<file path="config.mk">
export PLATFORM = sky130hd
export DESIGN_NAME = cell_balance_monitor_slave_core
export DESIGN_NICKNAME = d
export VERILOG_FILES = /design/src/rtl/core/cbm_pkg.sv /design/src/rtl/core/cbm_ram.sv /design/src/rtl/core/cbm_frame_dec.sv /design/src/rtl/core/cell_balance_monitor_slave_core.sv
export SDC_FILE = /design/constraint.sdc
export NUM_CORES = 1
export LEC_CHECK = 0
export BUFFER_PORTS_ARGS = -buffer_cell sky130_fd_sc_hd__buf_2
export CAP_MARGIN = 20
export CORE_MARGIN = 5
export CORE_UTILIZATION = 45
export CTS_BUF_LIST = sky130_fd_sc_hd__clkbuf_8
export DETAILED_ROUTE_END_ITERATION = 16
export PLACE_DENSITY = 0.7
export SYNTH_ARGS = -nofsm -noshare
export SYNTH_HDL_FRONTEND = slang
export SYNTH_HIERARCHICAL = 1
export SYNTH_SLANG_ARGS = --single-unit
</file>
<file path="constraint.sdc">
create_clock -name clock -period 4.9 [get_ports clock]
set_clock_uncertainty 0.05 [all_clocks]
set_input_delay 0.245 -clock clock [delete_from_list [all_inputs] [get_ports clock]]
set_output_delay 0.245 -clock clock [all_outputs]
set_load 0.1 [all_outputs]
</file>
<file path="src/rtl/core/cbm_pkg.sv">
// Shared types, codes and reset constants of the cell balance monitor slave.
package cbm_pkg;

   // configuration register indexes
   localparam logic CSR_THRESHOLD = 1'b0;
   localparam logic CSR_INIT_ADDR = 1'b1;

   localparam logic [9:0] THRESHOLD_RESET = 10'd860;
   localparam logic [7:0] ADDRESS_RESET   = 8'd3;

   // command codes
   localparam logic [7:0] CMD_SET_ADDR    = 8'h10;
   localparam logic [7:0] CMD_READOUT     = 8'h20;
   localparam logic [3:0] CMD_OFFSET      = 4'h3;   // high nibble, low nibble is the cell
   localparam logic [7:0] CMD_SET_MONITOR = 8'h40;
   localparam logic [7:0] CMD_CONVERT     = 8'h50;
   localparam logic [7:0] CMD_NONE        = 8'h00;

   localparam logic [15:0] SYNC_WORD = 16'hFFFF;

   // result limit per item, in two-byte words
   localparam int unsigned MAX_WORDS = 5;

   typedef struct packed {
      logic       run;
      logic [7:0] code;
      logic [7:0] data;
   } cbm_cmd_type;

   typedef struct packed {
      logic monitor_on;
      logic conversion_on;
   } cbm_mode_type;

   typedef enum logic [2:0] {
      ST_IDLE,
      ST_SAMPLE,
      ST_FRAME,
      ST_FETCH,
      ST_CAPTURE,
      ST_EMIT_LO,
      ST_EMIT_HI,
      ST_EMIT_NONE
   } cbm_state_type;

   // offset of a cell after reset
   function automatic logic [7:0] cbm_offset_init(input logic [3:0] idx);
      logic [7:0] val;
      unique case (idx)
         4'd0:    val = 8'd9;
         4'd1:    val = 8'd7;
         4'd2:    val = 8'hF6;
         4'd3:    val = 8'd14;
         4'd4:    val = 8'd4;
         default: val = 8'd0;
      endcase
      return val;
   endfunction

endpackage

</file>
<file path="src/rtl/core/cbm_ram.sv">
// Single-port-write, single-port-read memory with registered read data.
module cbm_ram
#(
   parameter int unsigned DEPTH  = 5,
   parameter int unsigned WIDTH  = 16,
   parameter int unsigned ADDR_W = (DEPTH > 1) ? $clog2(DEPTH) : 1
)
(
   input  logic              clock,
   input  logic              wr_en,
   input  logic [ADDR_W-1:0] wr_addr,
   input  logic [WIDTH-1:0]  wr_data,
   input  logic              rd_en,
   input  logic [ADDR_W-1:0] rd_addr,
   output logic [WIDTH-1:0]  rd_data
);

   logic [WIDTH-1:0] mem_ff [DEPTH];
   logic [WIDTH-1:0] rd_data_ff;

   always_ff @(posedge clock) begin
      if (wr_en) begin
         mem_ff[wr_addr] <= wr_data;
      end
   end

   always_ff @(posedge clock) begin
      if (rd_en) begin
         rd_data_ff <= mem_ff[rd_addr];
      end
   end

   assign rd_data = rd_data_ff;

endmodule

</file>
<file path="src/rtl/core/cbm_frame_dec.sv">
// Nine-bit serial frame protocol: address match, command, argument, mode flags.
module cbm_frame_dec
   import cbm_pkg::*;
(
   input  logic         clock,
   input  logic         reset,
   input  logic         frame_strobe,
   input  logic         ninth_bit,
   input  logic [7:0]   rx_byte,
   input  logic         addr_load,
   input  logic [7:0]   addr_value,
   output cbm_cmd_type  cmd,
   output cbm_mode_type mode
);

   logic [7:0]   address_ff, address_in;
   logic         listening_ff, listening_in;
   logic [7:0]   pending_ff, pending_in;
   cbm_mode_type mode_ff, mode_in;
   cbm_cmd_type  cmd_ff, cmd_in;

   always_comb begin
      address_in   = address_ff;
      listening_in = listening_ff;
      pending_in   = pending_ff;
      mode_in      = mode_ff;
      cmd_in       = '{run: 1'b0, code: pending_ff, data: rx_byte};
      if (frame_strobe) begin
         if (ninth_bit) begin
            if (rx_byte == address_ff) begin
               listening_in = 1'b1;
            end
         end else if (listening_ff) begin
            if (pending_ff != CMD_NONE) begin
               listening_in = 1'b0;
               pending_in   = CMD_NONE;
               cmd_in.run   = 1'b1;
               if (pending_ff == CMD_SET_ADDR) begin
                  address_in = rx_byte;
               end
               if (pending_ff == CMD_SET_MONITOR) begin
                  mode_in.monitor_on = (rx_byte != 8'd0);
               end
               if (pending_ff == CMD_CONVERT) begin
                  mode_in.conversion_on = (rx_byte != 8'd0);
               end
            end else begin
               pending_in = rx_byte;
            end
         end
      end
      if (addr_load) begin
         address_in = addr_value;
      end
   end

   always_ff @(posedge clock) begin
      if (reset) begin
         address_ff   <= ADDRESS_RESET;
         listening_ff <= 1'b0;
         pending_ff   <= CMD_NONE;
         mode_ff      <= '{monitor_on: 1'b0, conversion_on: 1'b1};
         cmd_ff       <= '0;
      end else begin
         address_ff   <= address_in;
         listening_ff <= listening_in;
         pending_ff   <= pending_in;
         mode_ff      <= mode_in;
         cmd_ff       <= cmd_in;
      end
   end

   assign cmd  = cmd_ff;
   assign mode = mode_ff;

endmodule

</file>
<file path="src/rtl/core/cell_balance_monitor_slave_core.sv">
// Top level of the cell balance monitor slave: sequencer, stores and result register.
//
// Usage notes
//  - req_ channel: one word per item. req_operation 0 is a cell sample
//    (req_cell_index, req_adc_value), 1 is a received serial frame
//    (req_ninth_bit, req_rx_byte). One item is worked on at a time;
//    req_ready is high only while the sequencer is idle.
//  - rsp_ channel: one or more words per item, rsp_last marks the final one.
//    An item with nothing to transmit yields a single word with
//    rsp_tx_valid low. rsp_discharge_levels carries the pin levels after the item.
//  - Order: a sample is written to the reading store, then its bytes, if any,
//    are sent; a readout command steps through fetch, capture and two bytes
//    per stored reading.
//    The readout is paced by the single read port of the reading store.
//  - csr_ port: writes take effect at once and are to be made while idle
//    by the user; the block itself does not enforce this.
//  - Reset clears the sequencer, mode flags, protocol state, pin levels
//    (all discharge off) and the store valid bits; stores read back their
//    reset values until written. No clearing pass is needed.
//  - A stalled receiver holds the result register; the sequencer waits.
module cell_balance_monitor_slave_core
   import cbm_pkg::*;
#(
   parameter int unsigned CELL_COUNT = 5
)
(
   input  logic                  clock,
   input  logic                  reset,
   // sample / frame words
   input  logic                  req_valid,
   output logic                  req_ready,
   input  logic                  req_operation,
   input  logic [2:0]            req_cell_index,
   input  logic [9:0]            req_adc_value,
   input  logic                  req_ninth_bit,
   input  logic [7:0]            req_rx_byte,
   // transmit words
   output logic                  rsp_valid,
   input  logic                  rsp_ready,
   output logic                  rsp_tx_valid,
   output logic [7:0]            rsp_tx_byte,
   output logic [CELL_COUNT-1:0] rsp_discharge_levels,
   output logic                  rsp_last,
   // configuration
   input  logic                  csr_we,
   input  logic                  csr_index,
   input  logic [9:0]            csr_wdata
);

   localparam int unsigned AW = (CELL_COUNT > 1) ? $clog2(CELL_COUNT) : 1;
   localparam logic [4:0] CELL_LIMIT = 5'(CELL_COUNT);
   localparam logic [2:0] READ_WORDS =
      3'((CELL_COUNT < MAX_WORDS) ? CELL_COUNT : MAX_WORDS);
   localparam logic [CELL_COUNT-1:0] PIN_RESET = ~CELL_COUNT'(1);

   cbm_state_type state_ff, state_in;

   // protocol unit
   cbm_cmd_type  cmd;
   cbm_mode_type mode;
   logic         frame_strobe;
   logic         addr_load;

   // stores
   logic          ofs_rd_en, ofs_wr_en, rdg_rd_en, rdg_wr_en;
   logic [AW-1:0] ofs_rd_addr, ofs_wr_addr, rdg_rd_addr, rdg_wr_addr;
   logic [7:0]    ofs_q;
   logic [15:0]   rdg_q;
   logic [AW-1:0] ofs_addr_ff, rdg_addr_ff;
   logic [CELL_COUNT-1:0] ofs_valid_ff, rdg_valid_ff;
   logic [4:0]    ofs_addr_wide;
   logic [7:0]    ofs_word;
   logic [15:0]   rdg_word;

   // datapath
   logic [9:0]    threshold_ff;
   logic [4:0]    sample_idx_ff;
   logic [9:0]    adc_ff;
   logic [15:0]   sample_sum;
   logic          over;
   logic [15:0]   sample_word_ff;
   logic [15:0]   word_ff;
   logic [2:0]    wcnt_ff, nwords_ff;
   logic [4:0]    wcnt_wide;
   logic          readout_ff;
   logic          last_word;
   logic [CELL_COUNT-1:0] pins_ff;

   // input decode
   logic          req_accept;
   logic [4:0]    idx_wide;
   logic          sample_ok;
   logic [4:0]    ofs_cmd_idx;
   logic          ofs_cmd;

   // result register
   logic                  out_free, out_load;
   logic                  out_tx_valid, out_last;
   logic [7:0]            out_byte;
   logic                  rsp_valid_ff;
   logic                  rsp_tx_valid_ff;
   logic [7:0]            rsp_tx_byte_ff;
   logic [CELL_COUNT-1:0] rsp_levels_ff;
   logic                  rsp_last_ff;

   assign req_ready  = (state_ff == ST_IDLE);
   assign req_accept = req_valid & req_ready;
   assign idx_wide   = {2'b00, req_cell_index};
   assign sample_ok  = mode.conversion_on && (idx_wide < CELL_LIMIT);

   assign frame_strobe = req_accept & req_operation;
   assign addr_load    = csr_we && (csr_index == CSR_INIT_ADDR);

   cbm_frame_dec u_frame_dec (
      .clock        (clock),
      .reset        (reset),
      .frame_strobe (frame_strobe),
      .ninth_bit    (req_ninth_bit),
      .rx_byte      (req_rx_byte),
      .addr_load    (addr_load),
      .addr_value   (csr_wdata[7:0]),
      .cmd          (cmd),
      .mode         (mode)
   );

   // offset command names a cell in the low nibble
   assign ofs_cmd_idx = {1'b0, cmd.code[3:0]};
   assign ofs_cmd     = cmd.run && (cmd.code[7:4] == CMD_OFFSET) && (ofs_cmd_idx < CELL_LIMIT);

   // store reads: unwritten entries return their reset values
   assign ofs_addr_wide = 5'(ofs_addr_ff);
   assign ofs_word = ofs_valid_ff[ofs_addr_ff] ? ofs_q : cbm_offset_init(ofs_addr_wide[3:0]);
   assign rdg_word = rdg_valid_ff[rdg_addr_ff] ? rdg_q : 16'd0;

   // reading = raw + signed offset, 16-bit wrap
   assign sample_sum = {6'd0, adc_ff} + {{8{ofs_word[7]}}, ofs_word};
   assign over       = sample_sum > {6'd0, threshold_ff};

   assign wcnt_wide = {2'b00, wcnt_ff};
   assign last_word = (wcnt_ff == (nwords_ff - 3'd1));
   assign out_free  = ~rsp_valid_ff | rsp_ready;

   cbm_ram #(.DEPTH(CELL_COUNT), .WIDTH(8)) u_offset_ram (
      .clock   (clock),
      .wr_en   (ofs_wr_en),
      .wr_addr (ofs_wr_addr),
      .wr_data (cmd.data),
      .rd_en   (ofs_rd_en),
      .rd_addr (ofs_rd_addr),
      .rd_data (ofs_q)
   );

   cbm_ram #(.DEPTH(CELL_COUNT), .WIDTH(16)) u_reading_ram (
      .clock   (clock),
      .wr_en   (rdg_wr_en),
      .wr_addr (rdg_wr_addr),
      .wr_data (sample_sum),
      .rd_en   (rdg_rd_en),
      .rd_addr (rdg_rd_addr),
      .rd_data (rdg_q)
   );

   // next state
   always_comb begin
      state_in = state_ff;
      unique case (state_ff)
         ST_IDLE: begin
            if (req_accept) begin
               if (req_operation) begin
                  state_in = ST_FRAME;
               end else if (sample_ok) begin
                  state_in = ST_SAMPLE;
               end else begin
                  state_in = ST_EMIT_NONE;
               end
            end
         end
         ST_SAMPLE: begin
            state_in = mode.monitor_on ? ST_EMIT_LO : ST_EMIT_NONE;
         end
         ST_FRAME: begin
            state_in = (cmd.run && (cmd.code == CMD_READOUT)) ? ST_FETCH : ST_EMIT_NONE;
         end
         ST_FETCH:   state_in = ST_CAPTURE;
         ST_CAPTURE: state_in = ST_EMIT_LO;
         ST_EMIT_LO: begin
            if (out_free) begin
               state_in = ST_EMIT_HI;
            end
         end
         ST_EMIT_HI: begin
            if (out_free) begin
               if (last_word) begin
                  state_in = ST_IDLE;
               end else begin
                  state_in = readout_ff ? ST_FETCH : ST_EMIT_LO;
               end
            end
         end
         ST_EMIT_NONE: begin
            if (out_free) begin
               state_in = ST_IDLE;
            end
         end
         default: state_in = ST_IDLE;
      endcase
   end

   // state outputs
   always_comb begin
      ofs_rd_en    = 1'b0;
      ofs_wr_en    = 1'b0;
      rdg_rd_en    = 1'b0;
      rdg_wr_en    = 1'b0;
      ofs_rd_addr  = idx_wide[AW-1:0];
      ofs_wr_addr  = ofs_cmd_idx[AW-1:0];
      rdg_rd_addr  = wcnt_wide[AW-1:0];
      rdg_wr_addr  = sample_idx_ff[AW-1:0];
      out_load     = 1'b0;
      out_tx_valid = 1'b1;
      out_byte     = 8'd0;
      out_last     = 1'b0;
      unique case (state_ff)
         ST_IDLE:    ofs_rd_en = req_accept && !req_operation && sample_ok;
         ST_SAMPLE:  rdg_wr_en = 1'b1;
         ST_FRAME:   ofs_wr_en = ofs_cmd;
         ST_FETCH:   rdg_rd_en = 1'b1;
         ST_CAPTURE: ;
         ST_EMIT_LO: begin
            out_load = out_free;
            out_byte = word_ff[7:0];
         end
         ST_EMIT_HI: begin
            out_load = out_free;
            out_byte = word_ff[15:8];
            out_last = last_word;
         end
         ST_EMIT_NONE: begin
            out_load     = out_free;
            out_tx_valid = 1'b0;
            out_last     = 1'b1;
         end
         default: ;
      endcase
   end

   always_ff @(posedge clock) begin
      if (reset) begin
         state_ff     <= ST_IDLE;
         threshold_ff <= THRESHOLD_RESET;
         ofs_valid_ff <= '0;
         rdg_valid_ff <= '0;
         pins_ff      <= PIN_RESET;
         rsp_valid_ff <= 1'b0;
      end else begin
         state_ff <= state_in;
         if (csr_we && (csr_index == CSR_THRESHOLD)) begin
            threshold_ff <= csr_wdata;
         end
         if (ofs_wr_en) begin
            ofs_valid_ff[ofs_wr_addr] <= 1'b1;
         end
         if (rdg_wr_en) begin
            rdg_valid_ff[rdg_wr_addr] <= 1'b1;
            for (int i = 0; i < CELL_COUNT; i++) begin
               if (sample_idx_ff == 5'(i)) begin
                  // cell 0 drives high to discharge, the others low
                  pins_ff[i] <= ((i == 0) == over);
               end
            end
         end
         if (out_load) begin
            rsp_valid_ff <= 1'b1;
         end else if (rsp_ready) begin
            rsp_valid_ff <= 1'b0;
         end
      end
   end

   // payload registers
   always_ff @(posedge clock) begin
      if (ofs_rd_en) begin
         ofs_addr_ff <= ofs_rd_addr;
      end
      if (rdg_rd_en) begin
         rdg_addr_ff <= rdg_rd_addr;
      end
      if (req_accept) begin
         sample_idx_ff <= idx_wide;
         adc_ff        <= req_adc_value;
      end
      unique case (state_ff)
         ST_SAMPLE: begin
            sample_word_ff <= sample_sum;
            readout_ff     <= 1'b0;
            wcnt_ff        <= 3'd0;
            if (sample_idx_ff == 5'd0) begin
               word_ff   <= SYNC_WORD;
               nwords_ff <= 3'd2;
            end else begin
               word_ff   <= sample_sum;
               nwords_ff <= 3'd1;
            end
         end
         ST_FRAME: begin
            readout_ff <= 1'b1;
            wcnt_ff    <= 3'd0;
            nwords_ff  <= READ_WORDS;
         end
         ST_CAPTURE: word_ff <= rdg_word;
         ST_EMIT_HI: begin
            if (out_free && !last_word) begin
               wcnt_ff <= wcnt_ff + 3'd1;
               if (!readout_ff) begin
                  word_ff <= sample_word_ff;
               end
            end
         end
         default: ;
      endcase
      if (out_load) begin
         rsp_tx_valid_ff <= out_tx_valid;
         rsp_tx_byte_ff  <= out_byte;
         rsp_levels_ff   <= pins_ff;
         rsp_last_ff     <= out_last;
      end
   end

   assign rsp_valid            = rsp_valid_ff;
   assign rsp_tx_valid         = rsp_tx_valid_ff;
   assign rsp_tx_byte          = rsp_tx_byte_ff;
   assign rsp_discharge_levels = rsp_levels_ff;
   assign rsp_last             = rsp_last_ff;

endmodule

</file>
==> flow_metrics.env <==
export IMPL_worstSetupStartpointType="flop"
export IMPL_numCtsBuffers=45
export IMPL_fp_dieW_um=172
export IMPL_end_kind="flop"
export IMPL_gp_congestion=0.863
export IMPL_cpPeakStageDelay_ns=0.50
export IMPL_netlist_area_um2=11900
export IMPL_multi_input_area_um2=3780
export IMPL_netlist_area_leader_share=0.537
export IMPL_synth_warning_count=6
export IMPL_h_tree_depth=2
export IMPL_antenna_left=0
export IMPL_fillCellCount=2204
export IMPL_finalHoldViolations=0
export IMPL_clkSinkCount=277
export IMPL_grt_first_pass_wirelength_mm=40.7
export IMPL_wl_mm=25.4
export IMPL_drv_cap=0
export IMPL_num_antenna_cells=0
export IMPL_layout_nets=1073
export IMPL_firstDrtPassIters=4
export IMPL_clk_latency_ns=0.56
export IMPL_synth_seq_cells=277
export IMPL_cts_root_buf="clkbuf_8"
export IMPL_fp_coreArea_um2=26000
export IMPL_dp_hpwl_mm=16.7
export IMPL_die_area_um2=29700
export IMPL_grt_pass1_vias=7375
export IMPL_finalSetupViolCount=0
export IMPL_path_max_fanout=11
export IMPL_initial_core_util=0.456
export IMPL_vdd_drop_max_mv=0.379
export IMPL_wire_per_inst_um=18.4
export IMPL_syn_instance_count=896
export IMPL_dr_total_vias=7431
export IMPL_ys_seq_area_frac=0.647
export IMPL_synthArstFlopShare=0
export IMPL_r2r_slack_ns=0.41
export IMPL_hp_start="req_cell_index[2]"
export IMPL_crit_type="flop to flop"
export IMPL_seq_area_um2=7670
export IMPL_whs_ns=0.0545
export IMPL_clkTransAtPathRegs_ns=0.06
export IMPL_crit_path_cell_trace="mux2i_1 -> o22ai_1 -> o2bb2ai_2 -> nand2_1 -> o31ai_1 -> ha_1 -> inv_1 -> fa_1 -> nor2b_4 -> o2111ai_2 -> a21boi_0 -> or2_2 -> a21oi_1 -> xnor2_1 -> ha_1 -> nand4_1 -> nor2_1 -> a21o_1 -> o31ai_2 -> nor2_1 -> a211o_1"
export IMPL_first_iter_violations=552
export IMPL_tightestPinTransition_ns=1.16
export IMPL_r2r_start="ofs_addr_ff[2]"
export IMPL_post_place_ws_ns=0.290
export IMPL_viasPerCell=5.38
export IMPL_grt_ovfl_total=0
export IMPL_rows=59
export IMPL_finalCritPeriodShare=0.917
export IMPL_yosys_area_top_type="edfxtp_1"
export IMPL_crit_buf_inv=1
export IMPL_power_density_nw_per_um2=502
export IMPL_synth_net_count=959
export IMPL_ios=56
export IMPL_cp_slowest_cell="edfxtp_1"
export IMPL_rsz0062_at_grt="no"
export IMPL_grtUsageTotal=0.176
export IMPL_cp_required_ns=5.28
export IMPL_period_needed_ns=4.49
export IMPL_clk_path_buf_depth=3
export IMPL_fin_ws_ns=0.406
export IMPL_worstPathArrival_ns=4.88
export IMPL_dp_cells=1266
export IMPL_post_cts_buffers=0
export IMPL_chipHeight_um=172
export IMPL_timing_fmax_mhz=223
export IMPL_instances_no_fill=1382
export IMPL_drv_slew=0
export IMPL_ys_flop_type="edfxtp_1"
export IMPL_portBuffers=55
export IMPL_relSlewSlack=0.227
export IMPL_synth_cell_types=78
export IMPL_cts_tree="yes"
export IMPL_fin_tns_setup_ns=0
export IMPL_p_leak_uw=0.00506
export IMPL_areaGrowthSynthToFinish_pct=15.6
export IMPL_hold_path_class="input pin to flop"
export IMPL_drc=0
export IMPL_crit_family="compound AO/OA/AOI/OAI gates"
export IMPL_status="complete, no violations"
export IMPL_synth_edf_count=212
export IMPL_grt_max_degree=53
export IMPL_critPathLaunch="ofs_addr_ff[2]"
export IMPL_layout_drive_gt1_share=0.172
export IMPL_syn_area_per_cell_um2=13.2
export IMPL_grt_antenna_before_repair=0
export IMPL_yosys_top_cells_area="edfxtp_1 (54%), dfxtp_1 (11%), mux2i_1 (2.4%), ha_1 (2.4%), nor2_1 (2.3%)"
path summary, 6_finish.rpt:
path                                   to  cells after the start
setup / recovery               pins_ff[0]                     21
hold / removal           sample_idx_ff[2]                      1
setup reg to reg               pins_ff[0]                     21
hold reg to reg   rsp_discharge_levels[2]                      0
routing by layer:
metal	wire length (um)	GRT usage	vias to the layer above
met5	0	0	-
met4	382	0.0400	0
met3	1230	0.0302	25
met2	12600	0.301	194
met1	11300	0.238	3605
li1	-	-	3607
what timing repair did:
| item | CTS | global route |
|---|---|---|
| hold buffers | 32 | 0 |
| endpoints found under the setup margin | 0 | 4 |
| gates resized for setup | 0 | 2 |
| endpoints found under the hold margin | 46 | 0 |
area by class of cell:
type,count,area share
Sequential cell,277,0.560
Timing Repair Buffer,105,0.0533
Clock buffer,46,0.0462
Tap cell,335,0.0306
Clock inverter,38,0.0183
Inverter,58,0.0159
Multi-Input combinational cell,523,0.276
cells in the final DEF, fill, tap and decap left out, types with 29 or more instances in the layout:
master         count
inv_1             62
edfxtp_1         212
nand2_1           48
mux2i_1           29
dlygate4sd3_1     32
a21oi_1           33
dfxtp_1           65
buf_2             55
nor2b_1           42
clkbuf_8          46
nor2_1            71
synth_stat cells, types with 14 or more instances:
library cell	number
mux2i_1	29
nand2_1	48
nor2_1	72
dfxtp_1	65
a21oi_1	33
a221oi_1	20
a22o_1	14
nor2b_1	42
ha_1	23
inv_1	56
a21o_1	14
edfxtp_1	212
xnor2_1	16
a211oi_1	23
cell families after synthesis:
logic type      after synthesis  synth area share
flops                       277             0.647
simple gates                256             0.121
compound gates              188             0.122
buf+inv                      96            0.0394
mux                          31            0.0273
xor+xnor                     24            0.0177
fa+ha+maj                    24            0.0260
report_power, final:
group	internal, uW	total (uW)	switching (uW)
clock network	1040	1950	905
logic	558	1730	1180
registers	3000	3190	199
total	4600	6880	2280
stage by stage:
stage          cell area (um2)  total power [uW]   util
3_5_place_dp             12500              4960  0.480
5_1_grt                  13700              7230  0.527
3_3_place_gp             12500              4920  0.480
2_1_floorplan            11900              4480      -
4_1_cts                  13700              6930  0.527
6_report                 13700              6880  0.527
state kept, by name, indices dropped and copies added, names as in the netlist, 3 cells and up:
signal	cells
rsp_tx_byte	8
rdg_addr_ff	3
state_ff	3
u_reading_ram/mem_ff	80
sample_idx_ff	3
u_frame_dec/address_ff	8
threshold_ff	10
u_frame_dec/cmd	17
rsp_discharge_levels	5
ofs_addr_ff	3
ofs_valid_ff	5
rdg_rd_addr	3
pins_ff	5
u_frame_dec/pending_ff	8
u_reading_ram/rd_data	16
u_offset_ram/mem_ff	40
sample_word_ff	12
word_ff	16
u_offset_ram/rd_data	8
rdg_valid_ff	5
adc_ff	10
worst reg2reg max path: cells and delay by family (launching register included):
kind            cells  cell delay (ns)
compound gates      9             1.72
buf+inv             1             0.06
xor+xnor            1             0.25
simple gates        6             0.68
fa+ha+maj           3             0.98
mux                 1             0.16
flops               1             0.50
(Power assumes the default switching activity.)
